<file path="src/hw/rtl/lnv_pkg.sv">
// ----------------------------------------------------------------------------
// lnv_pkg
// Types, codes and the reserved mnemonic table for the label name validator.
// ----------------------------------------------------------------------------
`default_nettype none

package lnv_pkg;

    // label length counter, saturating
    localparam int            LEN_W   = 7;
    localparam logic [LEN_W-1:0] LEN_SAT = 7'd127;

    // configuration register
    localparam int            MAXLEN_W        = 6;
    localparam logic [MAXLEN_W-1:0] MAX_LENGTH_RESET = 6'd30;

    // mnemonic table geometry
    localparam int KW_TABLE_SIZE   = 16;
    localparam int KW_ROW          = 4;
    localparam int KW_ROW_W        = $clog2(KW_ROW);
    localparam int KEYWORD_MAX_LEN = 4;

    // reserved mnemonics, compared case-sensitively, zero padded
    localparam logic [7:0] KW_TEXT [KW_TABLE_SIZE][KW_ROW] = '{
        '{"m", "o", "v", 8'h00}, '{"c", "m", "p", 8'h00},
        '{"a", "d", "d", 8'h00}, '{"s", "u", "b", 8'h00},
        '{"n", "o", "t", 8'h00}, '{"c", "l", "r", 8'h00},
        '{"l", "e", "a", 8'h00}, '{"i", "n", "c", 8'h00},
        '{"d", "e", "c", 8'h00}, '{"j", "m", "p", 8'h00},
        '{"b", "n", "e", 8'h00}, '{"r", "e", "d", 8'h00},
        '{"p", "r", "n", 8'h00}, '{"j", "s", "r", 8'h00},
        '{"r", "t", "s", 8'h00}, '{"s", "t", "o", "p"}
    };

    localparam logic [2:0] KW_LEN [KW_TABLE_SIZE] = '{
        3'd3, 3'd3, 3'd3, 3'd3, 3'd3, 3'd3, 3'd3, 3'd3,
        3'd3, 3'd3, 3'd3, 3'd3, 3'd3, 3'd3, 3'd3, 3'd4
    };

    // result reason codes, in check order
    typedef enum logic [2:0] {
        REASON_OK               = 3'd0,
        REASON_TOO_LONG         = 3'd1,
        REASON_BAD_CHAR         = 3'd2,
        REASON_FIRST_NOT_LETTER = 3'd3,
        REASON_RESERVED         = 3'd4
    } reason_t;

    // one character step handed to the label state
    typedef struct packed {
        logic       commit;
        logic       last;
        logic [7:0] character;
    } step_t;

    // one label verdict
    typedef struct packed {
        logic    valid_res;
        reason_t reason;
    } result_t;

endpackage

`default_nettype wire

</file>
<file path="src/hw/rtl/lnv_in_if.sv">
// ----------------------------------------------------------------------------
// lnv_in_if
// Character request channel: one label byte and an end-of-label flag.
// ----------------------------------------------------------------------------
`default_nettype none

interface lnv_in_if;
    logic       valid;
    logic       ready;
    logic [7:0] character;
    logic       last;

    modport source (output valid, output character, output last, input ready);
    modport sink   (input valid, input character, input last, output ready);
endinterface

`default_nettype wire

</file>
<file path="src/hw/rtl/lnv_out_if.sv">
// ----------------------------------------------------------------------------
// lnv_out_if
// Verdict request channel: pass flag and reason code for one label.
// ----------------------------------------------------------------------------
`default_nettype none

interface lnv_out_if;
    logic       valid;
    logic       ready;
    logic       valid_res;
    logic [2:0] reason;

    modport source (output valid, output valid_res, output reason, input ready);
    modport sink   (input valid, input valid_res, input reason, output ready);
endinterface

`default_nettype wire

</file>
<file path="src/hw/rtl/lnv_keyword_match.sv">
// ----------------------------------------------------------------------------
// lnv_keyword_match
// Parallel compare of one character against each of the first NKW reserved
// mnemonics at the current position; narrows the match mask and flags a whole-label hit.
// ----------------------------------------------------------------------------
`default_nettype none

module lnv_keyword_match #(
    parameter int NKW = 16
) (
    input  wire logic [lnv_pkg::LEN_W-1:0] pos,
    input  wire logic [lnv_pkg::LEN_W-1:0] len_next,
    input  wire logic [7:0]                character,
    input  wire logic [NKW-1:0]            mask,
    output logic      [NKW-1:0]            mask_next,
    output logic                           kw_hit
);

    // per-mnemonic keep and exact-length hit
    always_comb
    begin
        kw_hit = 1'b0;
        for (int k = 0; k < NKW; k++)
        begin
            mask_next[k] = mask[k]
                && (pos < lnv_pkg::LEN_W'(lnv_pkg::KW_LEN[k]))
                && (pos < lnv_pkg::LEN_W'(lnv_pkg::KEYWORD_MAX_LEN))
                && (pos < lnv_pkg::LEN_W'(lnv_pkg::KW_ROW))
                && (lnv_pkg::KW_TEXT[k][pos[lnv_pkg::KW_ROW_W-1:0]] == character);
            if (mask_next[k] && (lnv_pkg::LEN_W'(lnv_pkg::KW_LEN[k]) == len_next))
            begin
                kw_hit = 1'b1;
            end
        end
    end

endmodule

`default_nettype wire

</file>
<file path="src/hw/rtl/lnv_label_state.sv">
// ----------------------------------------------------------------------------
// lnv_label_state
// Per-label state (length, bad character, leading letter, mnemonic mask)
// and the ranked verdict formed on the last character.
// ----------------------------------------------------------------------------
`default_nettype none

module lnv_label_state #(
    parameter int NKW = 16
) (
    input  wire logic                          clk,
    input  wire logic                          rst_n,
    input  wire lnv_pkg::step_t                step,
    input  wire logic [lnv_pkg::MAXLEN_W-1:0]  max_length,
    output lnv_pkg::result_t                   result
);

    logic [lnv_pkg::LEN_W-1:0] length_count_reg, length_count_next;
    logic                      bad_char_seen_reg, bad_char_seen_next;
    logic                      first_is_letter_reg, first_is_letter_next;
    logic [NKW-1:0]            kw_mask_reg, kw_mask_next;
    logic                      is_letter, is_digit, kw_hit;

    // character class
    always_comb
    begin
        is_letter = ((step.character >= "A") && (step.character <= "Z"))
                 || ((step.character >= "a") && (step.character <= "z"));
        is_digit  = (step.character >= "0") && (step.character <= "9");
    end

    lnv_keyword_match #(
        .NKW (NKW)
    ) u_kw (
        .pos       (length_count_reg),
        .len_next  (length_count_next),
        .character (step.character),
        .mask      (kw_mask_reg),
        .mask_next (kw_mask_next),
        .kw_hit    (kw_hit)
    );

    // state update for this character
    always_comb
    begin
        length_count_next    = (length_count_reg == lnv_pkg::LEN_SAT)
                             ? length_count_reg
                             : length_count_reg + lnv_pkg::LEN_W'(1);
        bad_char_seen_next   = bad_char_seen_reg | ~(is_letter | is_digit);
        first_is_letter_next = (length_count_reg == '0) ? is_letter : first_is_letter_reg;
    end

    // ranked checks
    always_comb
    begin
        if (length_count_next > lnv_pkg::LEN_W'(max_length))
        begin
            result.reason = lnv_pkg::REASON_TOO_LONG;
        end
        else if (bad_char_seen_next)
        begin
            result.reason = lnv_pkg::REASON_BAD_CHAR;
        end
        else if (!first_is_letter_next)
        begin
            result.reason = lnv_pkg::REASON_FIRST_NOT_LETTER;
        end
        else if (kw_hit)
        begin
            result.reason = lnv_pkg::REASON_RESERVED;
        end
        else
        begin
            result.reason = lnv_pkg::REASON_OK;
        end
        result.valid_res = (result.reason == lnv_pkg::REASON_OK);
    end

    // state registers, cleared at the end of each label
    always_ff @(posedge clk or negedge rst_n)
    begin
        if (!rst_n)
        begin
            length_count_reg    <= '0;
            bad_char_seen_reg   <= 1'b0;
            first_is_letter_reg <= 1'b0;
            kw_mask_reg         <= '1;
        end
        else if (step.commit)
        begin
            if (step.last)
            begin
                length_count_reg    <= '0;
                bad_char_seen_reg   <= 1'b0;
                first_is_letter_reg <= 1'b0;
                kw_mask_reg         <= '1;
            end
            else
            begin
                length_count_reg    <= length_count_next;
                bad_char_seen_reg   <= bad_char_seen_next;
                first_is_letter_reg <= first_is_letter_next;
                kw_mask_reg         <= kw_mask_next;
            end
        end
    end

    // checks
    a_clear_after_last: assert property (@(posedge clk) disable iff (!rst_n)
        step.commit && step.last |=> length_count_reg == '0 && kw_mask_reg == '1)
        else $error("label state not cleared after last character");

    a_len_saturates: assert property (@(posedge clk) disable iff (!rst_n)
        step.commit && !step.last && length_count_reg == lnv_pkg::LEN_SAT
        |=> length_count_reg == lnv_pkg::LEN_SAT)
        else $error("length counter wrapped");

    a_bad_sticky: assert property (@(posedge clk) disable iff (!rst_n)
        bad_char_seen_reg && !(step.commit && step.last) |=> bad_char_seen_reg)
        else $error("bad character flag dropped inside a label");

endmodule

`default_nettype wire

</file>
<file path="src/hw/rtl/label_name_validator.sv">
// ----------------------------------------------------------------------------
// label_name_validator
// Checks an assembler label streamed one character per request and returns
// a pass flag and reason code on the last character.
// ----------------------------------------------------------------------------
// the last character passes the input register and then the result register before the verdict request
// throughput: 1 character per cycle, unless a last character waits for a held verdict; set by the
//   input register feeding the per-character checks and the parallel mnemonic compare in one pass
// reset: asynchronous, clears label state, empties both registers and sets
//   max_length to 30; no clearing pass, characters are taken right away
`default_nettype none

module label_name_validator #(
    parameter int NUM_KEYWORDS = 16
) (
    input  wire logic       clk,
    input  wire logic       rst_n,
    input  wire logic       cfg_wr_en,
    input  wire logic [5:0] cfg_wr_data,
    lnv_in_if.sink          in_ch,
    lnv_out_if.source       out_ch
);

    localparam int NKW = (NUM_KEYWORDS < lnv_pkg::KW_TABLE_SIZE)
                       ? NUM_KEYWORDS : lnv_pkg::KW_TABLE_SIZE;

    logic [lnv_pkg::MAXLEN_W-1:0] max_length_reg;
    logic                         s1_valid_reg;
    logic [7:0]                   s1_char_reg;
    logic                         s1_last_reg;
    logic                         s1_advance;
    logic                         out_valid_reg;
    lnv_pkg::result_t             out_res_reg;
    lnv_pkg::result_t             result;
    lnv_pkg::step_t               step;

    // configuration register
    always_ff @(posedge clk or negedge rst_n)
    begin
        if (!rst_n)
        begin
            max_length_reg <= lnv_pkg::MAX_LENGTH_RESET;
        end
        else if (cfg_wr_en)
        begin
            max_length_reg <= cfg_wr_data;
        end
    end

    // a character moves on unless it ends a label and the verdict slot is held
    always_comb
    begin
        s1_advance     = !s1_last_reg || !out_valid_reg || out_ch.ready;
        in_ch.ready    = !s1_valid_reg || s1_advance;
        step.commit    = s1_valid_reg && s1_advance;
        step.last      = s1_last_reg;
        step.character = s1_char_reg;
    end

    // input register
    always_ff @(posedge clk or negedge rst_n)
    begin
        if (!rst_n)
        begin
            s1_valid_reg <= 1'b0;
        end
        else if (in_ch.ready)
        begin
            s1_valid_reg <= in_ch.valid;
        end
    end

    always_ff @(posedge clk)
    begin
        if (in_ch.ready && in_ch.valid)
        begin
            s1_char_reg <= in_ch.character;
            s1_last_reg <= in_ch.last;
        end
    end

    lnv_label_state #(
        .NKW (NKW)
    ) u_state (
        .clk        (clk),
        .rst_n      (rst_n),
        .step       (step),
        .max_length (max_length_reg),
        .result     (result)
    );

    // result register
    always_ff @(posedge clk or negedge rst_n)
    begin
        if (!rst_n)
        begin
            out_valid_reg <= 1'b0;
        end
        else if (step.commit && step.last)
        begin
            out_valid_reg <= 1'b1;
        end
        else if (out_ch.ready)
        begin
            out_valid_reg <= 1'b0;
        end
    end

    always_ff @(posedge clk)
    begin
        if (step.commit && step.last)
        begin
            out_res_reg <= result;
        end
    end

    // output request
    always_comb
    begin
        out_ch.valid     = out_valid_reg;
        out_ch.valid_res = out_res_reg.valid_res;
        out_ch.reason    = out_res_reg.reason;
    end

    // checks
    a_ready_when_empty: assert property (@(posedge clk) disable iff (!rst_n)
        !out_ch.valid |-> in_ch.ready)
        else $error("input stalled with an empty result register");

    a_pass_matches_code: assert property (@(posedge clk) disable iff (!rst_n)
        out_ch.valid |-> out_ch.valid_res == (out_ch.reason == lnv_pkg::REASON_OK))
        else $error("pass flag disagrees with reason code");

    a_stage_kept: assert property (@(posedge clk) disable iff (!rst_n)
        s1_valid_reg && !s1_advance |=> s1_valid_reg && $stable(s1_char_reg))
        else $error("stalled character lost from the input register");

endmodule

`default_nettype wire
</file>
<file path="src/flat_wrapper.sv">
// flat-port wrapper written by rule: the top's interface ports become plain ports
module label_name_validator_flat 
#(
    parameter int NUM_KEYWORDS = 16
)
  (clk, rst_n, cfg_wr_en, cfg_wr_data, in_ch_valid, in_ch_character, in_ch_last, in_ch_ready, out_ch_valid, out_ch_valid_res, out_ch_reason, out_ch_ready);
  lnv_in_if in_ch_i ();
  lnv_out_if out_ch_i ();
  input  wire logic clk;
  input  wire logic rst_n;
  input  wire logic cfg_wr_en;
  input  wire logic [5:0] cfg_wr_data;
  input wire logic [$bits(in_ch_i.valid)-1:0] in_ch_valid;
  input wire logic [$bits(in_ch_i.character)-1:0] in_ch_character;
  input wire logic [$bits(in_ch_i.last)-1:0] in_ch_last;
  output wire logic [$bits(in_ch_i.ready)-1:0] in_ch_ready;
  output wire logic [$bits(out_ch_i.valid)-1:0] out_ch_valid;
  output wire logic [$bits(out_ch_i.valid_res)-1:0] out_ch_valid_res;
  output wire logic [$bits(out_ch_i.reason)-1:0] out_ch_reason;
  input wire logic [$bits(out_ch_i.ready)-1:0] out_ch_ready;
  assign in_ch_i.valid = in_ch_valid;
  assign in_ch_i.character = in_ch_character;
  assign in_ch_i.last = in_ch_last;
  assign in_ch_ready = in_ch_i.ready;
  assign out_ch_valid = out_ch_i.valid;
  assign out_ch_valid_res = out_ch_i.valid_res;
  assign out_ch_reason = out_ch_i.reason;
  assign out_ch_i.ready = out_ch_ready;
  label_name_validator #(.NUM_KEYWORDS(NUM_KEYWORDS)) u_core (.clk(clk), .rst_n(rst_n), .cfg_wr_en(cfg_wr_en), .cfg_wr_data(cfg_wr_data), .in_ch(in_ch_i), .out_ch(out_ch_i));
endmodule
</file>
<file path="config.mk">
export PLATFORM = sky130hd
export DESIGN_NAME = label_name_validator_flat
export DESIGN_NICKNAME = d
export VERILOG_FILES = /design/src/hw/rtl/lnv_pkg.sv /design/src/hw/rtl/lnv_in_if.sv /design/src/hw/rtl/lnv_out_if.sv /design/src/hw/rtl/lnv_keyword_match.sv /design/src/hw/rtl/lnv_label_state.sv /design/src/hw/rtl/label_name_validator.sv /design/src/flat_wrapper.sv
export SDC_FILE = /design/constraint.sdc
export NUM_CORES = 1
export LEC_CHECK = 0
export BUFFER_PORTS_ARGS = -buffer_cell sky130_fd_sc_hd__buf_4
export CORE_MARGIN = 2
export CORE_UTILIZATION = 45
export CTS_CLUSTER_DIAMETER = 120
export DETAILED_ROUTE_END_ITERATION = 10
export PLACE_DENSITY = 0.65
export RECOVER_POWER = 50
export SYNTH_ARGS = -nofsm -noshare
export SYNTH_HDL_FRONTEND = slang
export SYNTH_HIERARCHICAL = 1
export SYNTH_SLANG_ARGS = --single-unit
</file>
<file path="constraint.sdc">
create_clock -name clk -period 5.31 [get_ports clk]
set_input_delay 0.7965 -clock clk [delete_from_list [all_inputs] [get_ports clk]]
set_output_delay 0.7965 -clock clk [all_outputs]
set_load 0.05 [all_outputs]
</file>
==> flow_summary.json, run 1 <==
{
  "drive_gt1_frac": 0.2216,
  "grt_pass1_wl_um": 10890,
  "max_freq_mhz": 292.7,
  "vias": 2341,
  "die_h_um": 87.34,
  "worstMarginPinSlew_ps": 1813,
  "maxCapViolCount": 1,
  "postSynthCellCount": 321,
  "p_leak_nw": 1.387,
  "violations": "capacitance limit, slew limit",
  "hold_viol": 0,
  "hpwl_um": 4454,
  "cts_resized": 0,
  "ff2ff_path_depth": 13,
  "nets": 366,
  "ant_nets": 0,
  "grt_max_degree": 46,
  "fin_ws_ps": 1893,
  "drt_iter0_drc": 114,
  "antenna_cells": 0,
  "maxSlewViolCount": 34,
  "hp-class": "reg2reg",
  "cts_hold_buf": 0,
  "path_clk_slew_ps": 100,
  "crit_path_end_kind": "flop",
  "arrival_ps": 3550,
  "numCtsBuffers": 5,
  "seqCellArea_um2": 1241,
  "initial_utilization": 0.4626,
  "wirelength_um": 6332,
  "tritoncts": "built",
  "cts_max_level": 2,
  "clock-skew-final_ps": 14.76,
  "routabilityCongestion": 0.9085,
  "synth_area_per_cell_um2": 9.737,
  "yosys_register_bits": 46,
  "final_cells": 414,
  "area_growth_pct": 8.487,
  "synth_cell_types": 62,
  "combPwrFrac": 0.271,
  "syn_nets": 354,
  "nFillCells": 615,
  "outcome": "finished with violations",
  "worstSetupStartpoint": "u_core/u_state/length_count_reg[1]$_DFFE_PN0P_",
  "drtPass1Iterations": 5,
  "finalCritPeriodShare": 0.6435,
  "power.switching_mw": 0.3376,
  "portBuffers": 25,
  "p_total_mw": 1.005,
  "p_int_mw": 0.6673,
  "reg2reg_slack_ps": 1890,
  "grt_pass1_vias": 2324,
  "critPathLaunchType": "flop",
  "async_flop_share": 0.7174,
  "grt_setup_unrepaired": "false",
  "setup_violations": 0,
  "wl_per_cell_um": 15.29,
  "rows": 30,
  "netlist_area_um2": 3125,
  "pre_cts_slack_ps": 1930,
  "grt_usage": 0.1795,
  "post-synth-top-area-cell": "dfstp_2",
  "ys.flop_type": "dfstp_2",
  "ir_drop_mv": 0.1690,
  "sw_frac_of_total": 0.3359,
  "critical_path_required_ps": 5440,
  "final.setup.tns_ps": 0,
  "dieArea_um2": 7628,
  "root_buffer": "clkbuf_8",
  "r2r-end": "u_core/out_ch.reason[2]$_DFFE_PP_",
  "insertion_delay_ps": 320,
  "slew_headroom": -0.2088,
  "clk_path_buf_depth": 2,
  "vias_per_cell": 5.655,
  "placed_cells_incl_taps": 406,
  "multi_input_comb_area_um2": 1684,
  "drcViolationCount": 0,
  "synth_area_leaders": "dfstp_2 (17%), edfxtp_1 (12%), dfrtp_1 (10%), nor2_1 (5.6%), ha_1 (5.2%)",
  "ys_seq_area_frac": 0.3971,
  "crit_type": "reg2reg",
  "hp-start": "u_core/u_state/kw_mask_reg[13]$_DFFE_PN1P_",
  "fin_crit_ps": 3417,
  "die_w_um": 87.34,
  "largest_register_ffs": 16,
  "cp_max_fo": 18,
  "synth_top_area_frac": 0.1681,
  "design.core.area_um2": 6756,
  "crit_path_end": "u_core/out_ch.reason[2]$_DFFE_PP_",
  "synth-edff-count": 13,
  "grt_antenna_before_repair": 0,
  "cts.sinks": 46,
  "whs_ps": 491.7,
  "grt-ovfl-total": 0,
  "powerDensity_nw_per_um2": 296.4,
  "clkPwrFrac": 0.268,
  "postCtsSetupRepairBufs": 0,
  "r2r-start": "u_core/u_state/length_count_reg[1]$_DFFE_PN0P_",
  "io_pins": 26,
  "synth_warnings": 6,
  "seqPwrFrac": 0.461
}
-- power groups by stage --
stage                     sequential, mW  clock [mW]  combinational, mW
final                              0.463       0.270              0.272
after global routing               0.469       0.288              0.305
after CTS                          0.463       0.279              0.275
after detailed placement           0.469           0              0.275
after global placement             0.468           0              0.270
after floorplan                    0.451           0              0.225
-- worst max-delay path, stage by stage (launching register included) --
cell      delay (ps)
dfrtp_1          630
ha_1             360
and3_4           190
nand4_4          160
nand3_1           90
o21ai_1          140
inv_1             90
nor4_1           420
nand4b_1         250
a211oi_1         330
a41oi_1          100
o21ai_2          120
inv_1             60
nor4_1           280
-- layout make-up --
cell class,instances,area share
multi-input combinational,237,0.4967
tap,80,0.02952
clock inverter,3,0.01328
timing repair buffer,26,0.05535
inverter,17,0.01882
clock buffer,5,0.02030
sequential,46,0.3661
-- stage by stage --
| step | utilization | area (µm²) |
|---|---|---|
| finish | 0.5019 | 3391 |
| global route | 0.5019 | 3391 |
| global placement | 0.4889 | 3303 |
| CTS | 0.5057 | 3417 |
| floorplan | - | 3126 |
| detailed placement | 0.4889 | 3303 |
-- Yosys cell counts (all sizes together) (2+ instances only) --
cell,n
a211oi,5
a21o,4
a21oi,25
a22oi,2
a31oi,3
and3,5
and4,2
buf,16
clkbuf,5
dfrtp,13
dfstp,20
edfxtp,13
ha,13
inv,17
mux2,10
nand2,12
nand2b,5
nand3,10
nand3b,2
nand4,9
nand4b,6
nor2,47
nor2b,4
nor3,5
nor4,9
o21ai,9
o22ai,3
or3,4
xnor2,16
xor2,11
-- layout by cell type (no fill, tap or decap), types with 5 or more instances in the layout --
| cell type | count |
|---|---|
| buf_4 | 15 |
| dfrtp_1 | 13 |
| xnor2_1 | 16 |
| xor2_1 | 11 |
| edfxtp_1 | 13 |
| nand3_1 | 10 |
| nand4b_1 | 5 |
| nand2_1 | 12 |
| mux2_1 | 5 |
| a21oi_1 | 25 |
| nand2b_1 | 5 |
| clkbuf_4 | 9 |
| nand4_1 | 8 |
| inv_1 | 17 |
| ha_1 | 13 |
| o21ai_0 | 6 |
| clkbuf_8 | 5 |
| nor4_1 | 6 |
| dfstp_2 | 20 |
| nor2_1 | 47 |
-- worst min-delay path by stage --
stage	to	slack (ps)	cells past startpoint
floorplan	u_core/u_state/kw_mask_reg[13]$_DFFE_PN1P_	460	2
global placement	u_core/u_state/kw_mask_reg[13]$_DFFE_PN1P_	480	2
detailed placement	u_core/u_state/kw_mask_reg[13]$_DFFE_PN1P_	480	2
CTS	u_core/out_ch.valid$_DFFE_PN0P_	440	1
global route	u_core/u_state/kw_mask_reg[13]$_DFFE_PN1P_	510	2
finish	u_core/u_state/kw_mask_reg[13]$_DFFE_PN1P_	490	2
-- cells by family (layout without fill, tap and decap cells) --
logic type	after synthesis	count (layout)	synth area share
AND/OR/NAND/NOR	127	127	0.2422
AO/OA/AOI/OAI	60	60	0.1293
flip-flops	46	46	0.3971
buffers and inverters	38	51	0.05924
XOR/XNOR	27	27	0.07566
adder cells (fa/ha/maj)	13	13	0.05204
multiplexers	10	10	0.04443
-- layer usage --
layer / global-route usage / wire length [µm] / part of all wire / vias to the layer above
met5: 0 / 0 / 0 / -
met4: 0.06993 / 129 / 0.020 / 0
met3: 0.02938 / 268 / 0.042 / 13
met2: 0.2837 / 2913 / 0.46 / 68
met1: 0.2457 / 3020 / 0.48 / 1100
li1: - / - / - / 1160
Note: power is estimated with default switching activity, not from simulation.
==> inputs of run 2 (changes only) <==
Settings changed: PLACE_DENSITY 0.65 to 0.67.
Clock period 5.31 ns to 3.14 ns, I/O delays scaled along.
==> run 2 against run 1 <==
Compared with the run above: the run still ends with capacitance limit, slew limit left; flip-flop and latch count stayed put; via count is 1.1% higher; power is 63% higher; maximum frequency is 15% higher; setup slack worse by 1700 ps; combinational power is 92% higher; critical path depth is 1 lower; hold slack worse by 120 ps; sequential share of layout area is 0.78 points lower; final area is 2.3% higher; largest cell class unchanged.
==> flow_summary.json, run 2 (same netlist as run 1, synthesis figures left out) <==
{
  "outcome": "finished with violations",
  "violations": "capacitance limit, slew limit",
  "portBuffers": 25,
  "fin_crit_ps": 2980,
  "cp_common_cell": "ha_1",
  "nets": 378,
  "nFillCells": 637,
  "design.core.area_um2": 6756,
  "critical_path_required_ps": 3260,
  "setup_violations": 0,
  "grt_pass1_wl_um": 10930,
  "worst_path_dominant_cell_family": "compound AO/OA/AOI/OAI gates",
  "root_buffer": "clkbuf_8",
  "maxCapViolCount": 1,
  "crit_path_end_kind": "flop",
  "initial_utilization": 0.4626,
  "hp-class": "in2reg",
  "drcViolationCount": 0,
  "final_util": 0.5133,
  "arrival_ps": 3100,
  "tritoncts": "built",
  "area_growth_pct": 10.97,
  "p_leak_nw": 1.438,
  "grt-ovfl-total": 0,
  "slowest_stage": "dfrtp_1",
  "vias_per_cell": 5.554,
  "rows": 30,
  "wl_per_cell_um": 14.98,
  "max_freq_mhz": 335.6,
  "finalCritPeriodShare": 0.9490,
  "grt_max_degree": 34,
  "worstMarginPinSlew_ps": 1770,
  "path_cells": "buf_4, ha_1, and3_4, nand4_4, nand3_1, o21a_1, ha_1, a21oi_1, o21ai_0, a221oi_1, o21ai_1, nor4_1",
  "drt_iter0_drc": 118,
  "critPathLaunchType": "flop",
  "routabilityCongestion": 0.8882,
  "slew_headroom": -0.1799,
  "hold_viol": 0,
  "layout_commonest_cell": "nor2_1",
  "cp_max_fo": 10,
  "grt_usage": 0.1819,
  "drive_gt1_frac": 0.2486,
  "antenna_cells": 0,
  "maxSlewViolCount": 34,
  "die_h_um": 87.34,
  "worst-path-buf-inv": 1,
  "wirelength_um": 6381,
  "dieArea_um2": 7628,
  "numCtsBuffers": 5,
  "cts_max_level": 2,
  "final.setup.tns_ps": 0,
  "grt_setup_unrepaired": "false",
  "insertion_delay_ps": 290,
  "grt_antenna_before_repair": 0,
  "grt_pass1_vias": 2322,
  "mostFrequentLayoutCells": "nor2_1 (47), buf_4 (27), a21oi_1 (25)",
  "vias": 2366,
  "path_clk_slew_ps": 80,
  "clk_path_buf_depth": 2,
  "io_pins": 26,
  "cpPeakStageDelay_ps": 360,
  "hpwl_um": 4691,
  "die_w_um": 87.34,
  "ir_drop_mv": 0.2254,
  "cts.sinks": 46,
  "drtPass1Iterations": 4,
  "largest_register_ffs": 16,
  "crit_type": "reg2reg",
  "ant_nets": 0,
  "clock-skew-final_ps": 3.197,
  "powerDensity_nw_per_um2": 471.0
}
## run 2: cell types whose count changed in the layout (fill, tap and decap cells not counted), moves of 2 or more
| cell | before | now |
|---|---|---|
| buf_4 | 15 | 27 |
| dfstp_2 | 20 | 18 |
| nor4_2 | 1 | 3 |
| dfstp_1 | 0 | 2 |
| clkbuf_1 | 2 | 4 |
| nor4_1 | 6 | 4 |
## run 2: routing by layer
metal / vias up / share of wire / track usage
met2: 41 / 0.47 / 0.2872
met3: 6 / 0.037 / 0.03412
met4: 0 / 0.011 / 0.06154
met5: - / 0 / 0
li1: 1187 / - / -
met1: 1132 / 0.48 / 0.2506
## run 2: cell type report
cell class / instances / area, µm² / share of cell area
flip-flops and latches: 46 / 1242 / 0.3582
inverters: 17 / 63.81 / 0.01840
well taps: 80 / 100.1 / 0.02886
multi-input cells: 237 / 1700 / 0.4903
clock buffers: 7 / 76.32 / 0.02201
clock inverters: 1 / 7.507 / 0.002164
repair buffers: 38 / 277.8 / 0.08009
## run 2: where the power goes
| group | total (mW) | leakage [nW] | internal (mW) | switching, mW |
|---|---|---|---|---|
| clock network | 0.352 | 0.0385 | 0.158 | 0.194 |
| logic | 0.522 | 0.900 | 0.221 | 0.302 |
| registers | 0.759 | 0.500 | 0.699 | 0.0605 |
## run 2: final timing paths
path / from / end / slack (ps) / cells past startpoint
min in group asynchronous: rst_n / u_core/out_ch.valid$_DFFE_PN0P_ / 640 / 1
max in group asynchronous: rst_n / u_core/u_state/length_count_reg[1]$_DFFE_PN0P_ / 1360 / 1
max reg2reg: u_core/u_state/length_count_reg[0]$_DFFE_PN0P_ / u_core/out_ch.valid_res$_DFFE_PP_ / 160 / 12
min: in_ch_valid / u_core/s1_valid_reg$_DFFE_PN0P_ / 370 / 2
min reg2reg: u_core/u_state/kw_mask_reg[7]$_DFFE_PN1P_ / u_core/u_state/kw_mask_reg[7]$_DFFE_PN1P_ / 490 / 2
max: u_core/u_state/length_count_reg[0]$_DFFE_PN0P_ / u_core/out_ch.valid_res$_DFFE_PP_ / 160 / 12
## run 2: repair_timing
item	CTS	global route
setup endpoints to repair	0	4
resized for setup	0	4
hold buffers	0	0
setup buffers	0	1
## run 2: stage by stage
stage	power, mW	setup WS [ps]	instances	area, µm²	hold WS, ps
after floorplan	1.142	436.7	321	3126	175.4
after global placement	1.274	214.0	417	3386	442.3
after detailed placement	1.289	103.6	417	3386	441.3
after CTS	1.653	61.74	425	3470	108.0
after global routing	1.741	21.77	426	3468	346.5
final	1.633	160.2	426	3468	367.1
==> inputs of run 3 (changes only) <==
Settings changed: CAP_MARGIN from default to 15, PLACE_DENSITY 0.67 to 0.65.
Clock period 3.14 ns to 3.42 ns, I/O delays scaled along.
==> run 3 against run 2 <==
Compared with the run above: the run still ends with capacitance limit, slew limit left; clock-buffer cell count decreased by 2; first-iteration DRC count increased by 31%; critical path depth increased by 1; global-route usage fell by 0.21 points; hold slack better by 30 ps; clock power grew 18%; register-to-register slack improved by 98 ps; non-clock buffer count shrank 8; setup slack gained 98 ps; combinational power fell by 13%; critical path type unchanged.
==> flow_summary.json, run 3 (same netlist as run 1, synthesis figures left out) <==
{
  "ant_nets": 0,
  "hpwl_um": 4672,
  "r2r-start": "u_core/u_state/length_count_reg[0]$_DFFE_PN0P_",
  "grt_pass1_wl_um": 10950,
  "wirelength_um": 6398,
  "hp-class": "in2reg",
  "vias": 2390,
  "clock-skew-final_ps": 13.07,
  "whs_ps": 397.0,
  "vias_per_cell": 5.718,
  "p_total_mw": 1.572,
  "drive_gt1_frac": 0.2308,
  "grt_max_degree": 34,
  "p_leak_nw": 1.427,
  "cp_max_fo": 10,
  "die_h_um": 87.34,
  "design.core.area_um2": 6756,
  "clk_path_buf_depth": 2,
  "die_w_um": 87.34,
  "max_freq_mhz": 316.2,
  "finalCritPeriodShare": 0.9246,
  "rows": 30,
  "nets": 370,
  "fin_ws_ps": 257.7,
  "grt_antenna_before_repair": 0,
  "ff2ff_path_depth": 13,
  "mostFrequentLayoutCells": "nor2_1 (47), a21oi_1 (25), buf_4 (19)",
  "maxCapViolCount": 1,
  "maxSlewViolCount": 34,
  "hold_viol": 0,
  "grt_usage": 0.1797,
  "grt-ovfl-total": 0,
  "cts.sinks": 46,
  "drt_iter0_drc": 155,
  "grt_pass1_vias": 2283,
  "worstMarginPinSlew_ps": 1813,
  "area_growth_pct": 9.968,
  "final.setup.tns_ps": 0,
  "final_util": 0.5087,
  "nFillCells": 607,
  "setup_violations": 0,
  "fin_crit_ps": 3162,
  "drtPass1Iterations": 5,
  "crit_path_end": "u_core/out_ch.reason[2]$_DFFE_PP_",
  "powerDensity_nw_per_um2": 457.2,
  "reg2reg_slack_ps": 260,
  "worstSetupStartpoint": "u_core/u_state/length_count_reg[0]$_DFFE_PN0P_",
  "tritoncts": "built",
  "layout_commonest_cell": "nor2_1",
  "wl_per_cell_um": 15.31,
  "slew_headroom": -0.2086,
  "portBuffers": 25,
  "dieArea_um2": 7628,
  "r2r-end": "u_core/out_ch.reason[2]$_DFFE_PP_",
  "critical_path_required_ps": 3550,
  "io_pins": 26,
  "critPathLaunchType": "flop",
  "path_clk_slew_ps": 90,
  "grt_setup_unrepaired": "false",
  "largest_register_ffs": 16,
  "pre_cts_slack_ps": 192.3,
  "crit_path_end_kind": "flop",
  "cts_max_level": 2,
  "root_buffer": "clkbuf_8",
  "outcome": "finished with violations",
  "violations": "capacitance limit, slew limit",
  "numCtsBuffers": 5,
  "insertion_delay_ps": 300,
  "arrival_ps": 3290,
  "hold_depth": 2,
  "initial_utilization": 0.4626,
  "antenna_cells": 0,
  "routabilityCongestion": 0.9186,
  "crit_type": "reg2reg",
  "drcViolationCount": 0,
  "ir_drop_mv": 0.1983
}
==> run 3: cell count changes in the layout (fill, tap and decap cells not counted), moves of 2 or more <==
cell,delta
mux2_1,-2
dfstp_1,+2
buf_4,-8
dfstp_2,-2
mux2_4,+2
clkbuf_1,-2
==> run 3: final cells by class <==
class / instances / area, µm² / share of cell area
multi-input cells: 237 / 1702 / 0.4951
flip-flops and latches: 46 / 1241 / 0.3611
repair buffers: 30 / 217.7 / 0.06334
well taps: 80 / 100.1 / 0.02912
clock buffers: 5 / 68.82 / 0.02002
inverters: 17 / 63.81 / 0.01857
clock inverters: 3 / 43.79 / 0.01274
==> run 3: what timing repair did <==
action	CTS	global route
resized for setup	0	1
hold buffers	0	0
buffers inserted	0	0
endpoints found under the setup margin	0	1
==> run 3: per-stage QoR <==
step | area (µm²) | cells
global placement | 3333 | 410
floorplan | 3126 | 321
finish | 3437 | 418
global route | 3437 | 418
detailed placement | 3333 | 410
CTS | 3446 | 418
==> run 3: power by group <==
group / internal, mW / switching, mW
combinational: 0.191 / 0.265
clock: 0.219 / 0.195
sequential: 0.640 / 0.0611
total: 1.05 / 0.521
==> run 3: routing by layer <==
layer,part of all wire,global-route usage,vias to the layer above
met5,0,0,-
met3,0.049,0.02844,10
met2,0.47,0.2941,76
met1,0.47,0.2473,1124
met4,0.013,0.04895,0
li1,-,-,1180
==> run 3: worst min path at each step <==
stage	end	startpoint	slack, ps
4_1_cts	u_core/out_ch.valid$_DFFE_PN0P_	rst_n	150
2_1_floorplan	u_core/max_length_reg[0]$_DFFE_PN0P_	rst_n	220
5_1_grt	u_core/s1_last_reg$_DFFE_PP_	in_ch_last	390
6_report	u_core/s1_valid_reg$_DFFE_PN0P_	in_ch_valid	400
3_5_place_dp	u_core/u_state/kw_mask_reg[10]$_DFFE_PN1P_	u_core/u_state/kw_mask_reg[10]$_DFFE_PN1P_	480
3_3_place_gp	u_core/u_state/kw_mask_reg[8]$_DFFE_PN1P_	u_core/u_state/kw_mask_reg[8]$_DFFE_PN1P_	480
==> run 3: critical path: stages (launching register included) <==
cell	delay, ps
dfrtp_1	500
ha_1	290
and3_4	180
nand4_4	160
nand3_1	90
o21ai_1	120
inv_1	90
nor4_2	370
nand4b_1	260
a211oi_1	400
a41oi_1	100
o21ai_2	110
inv_1	50
nor4_1	250
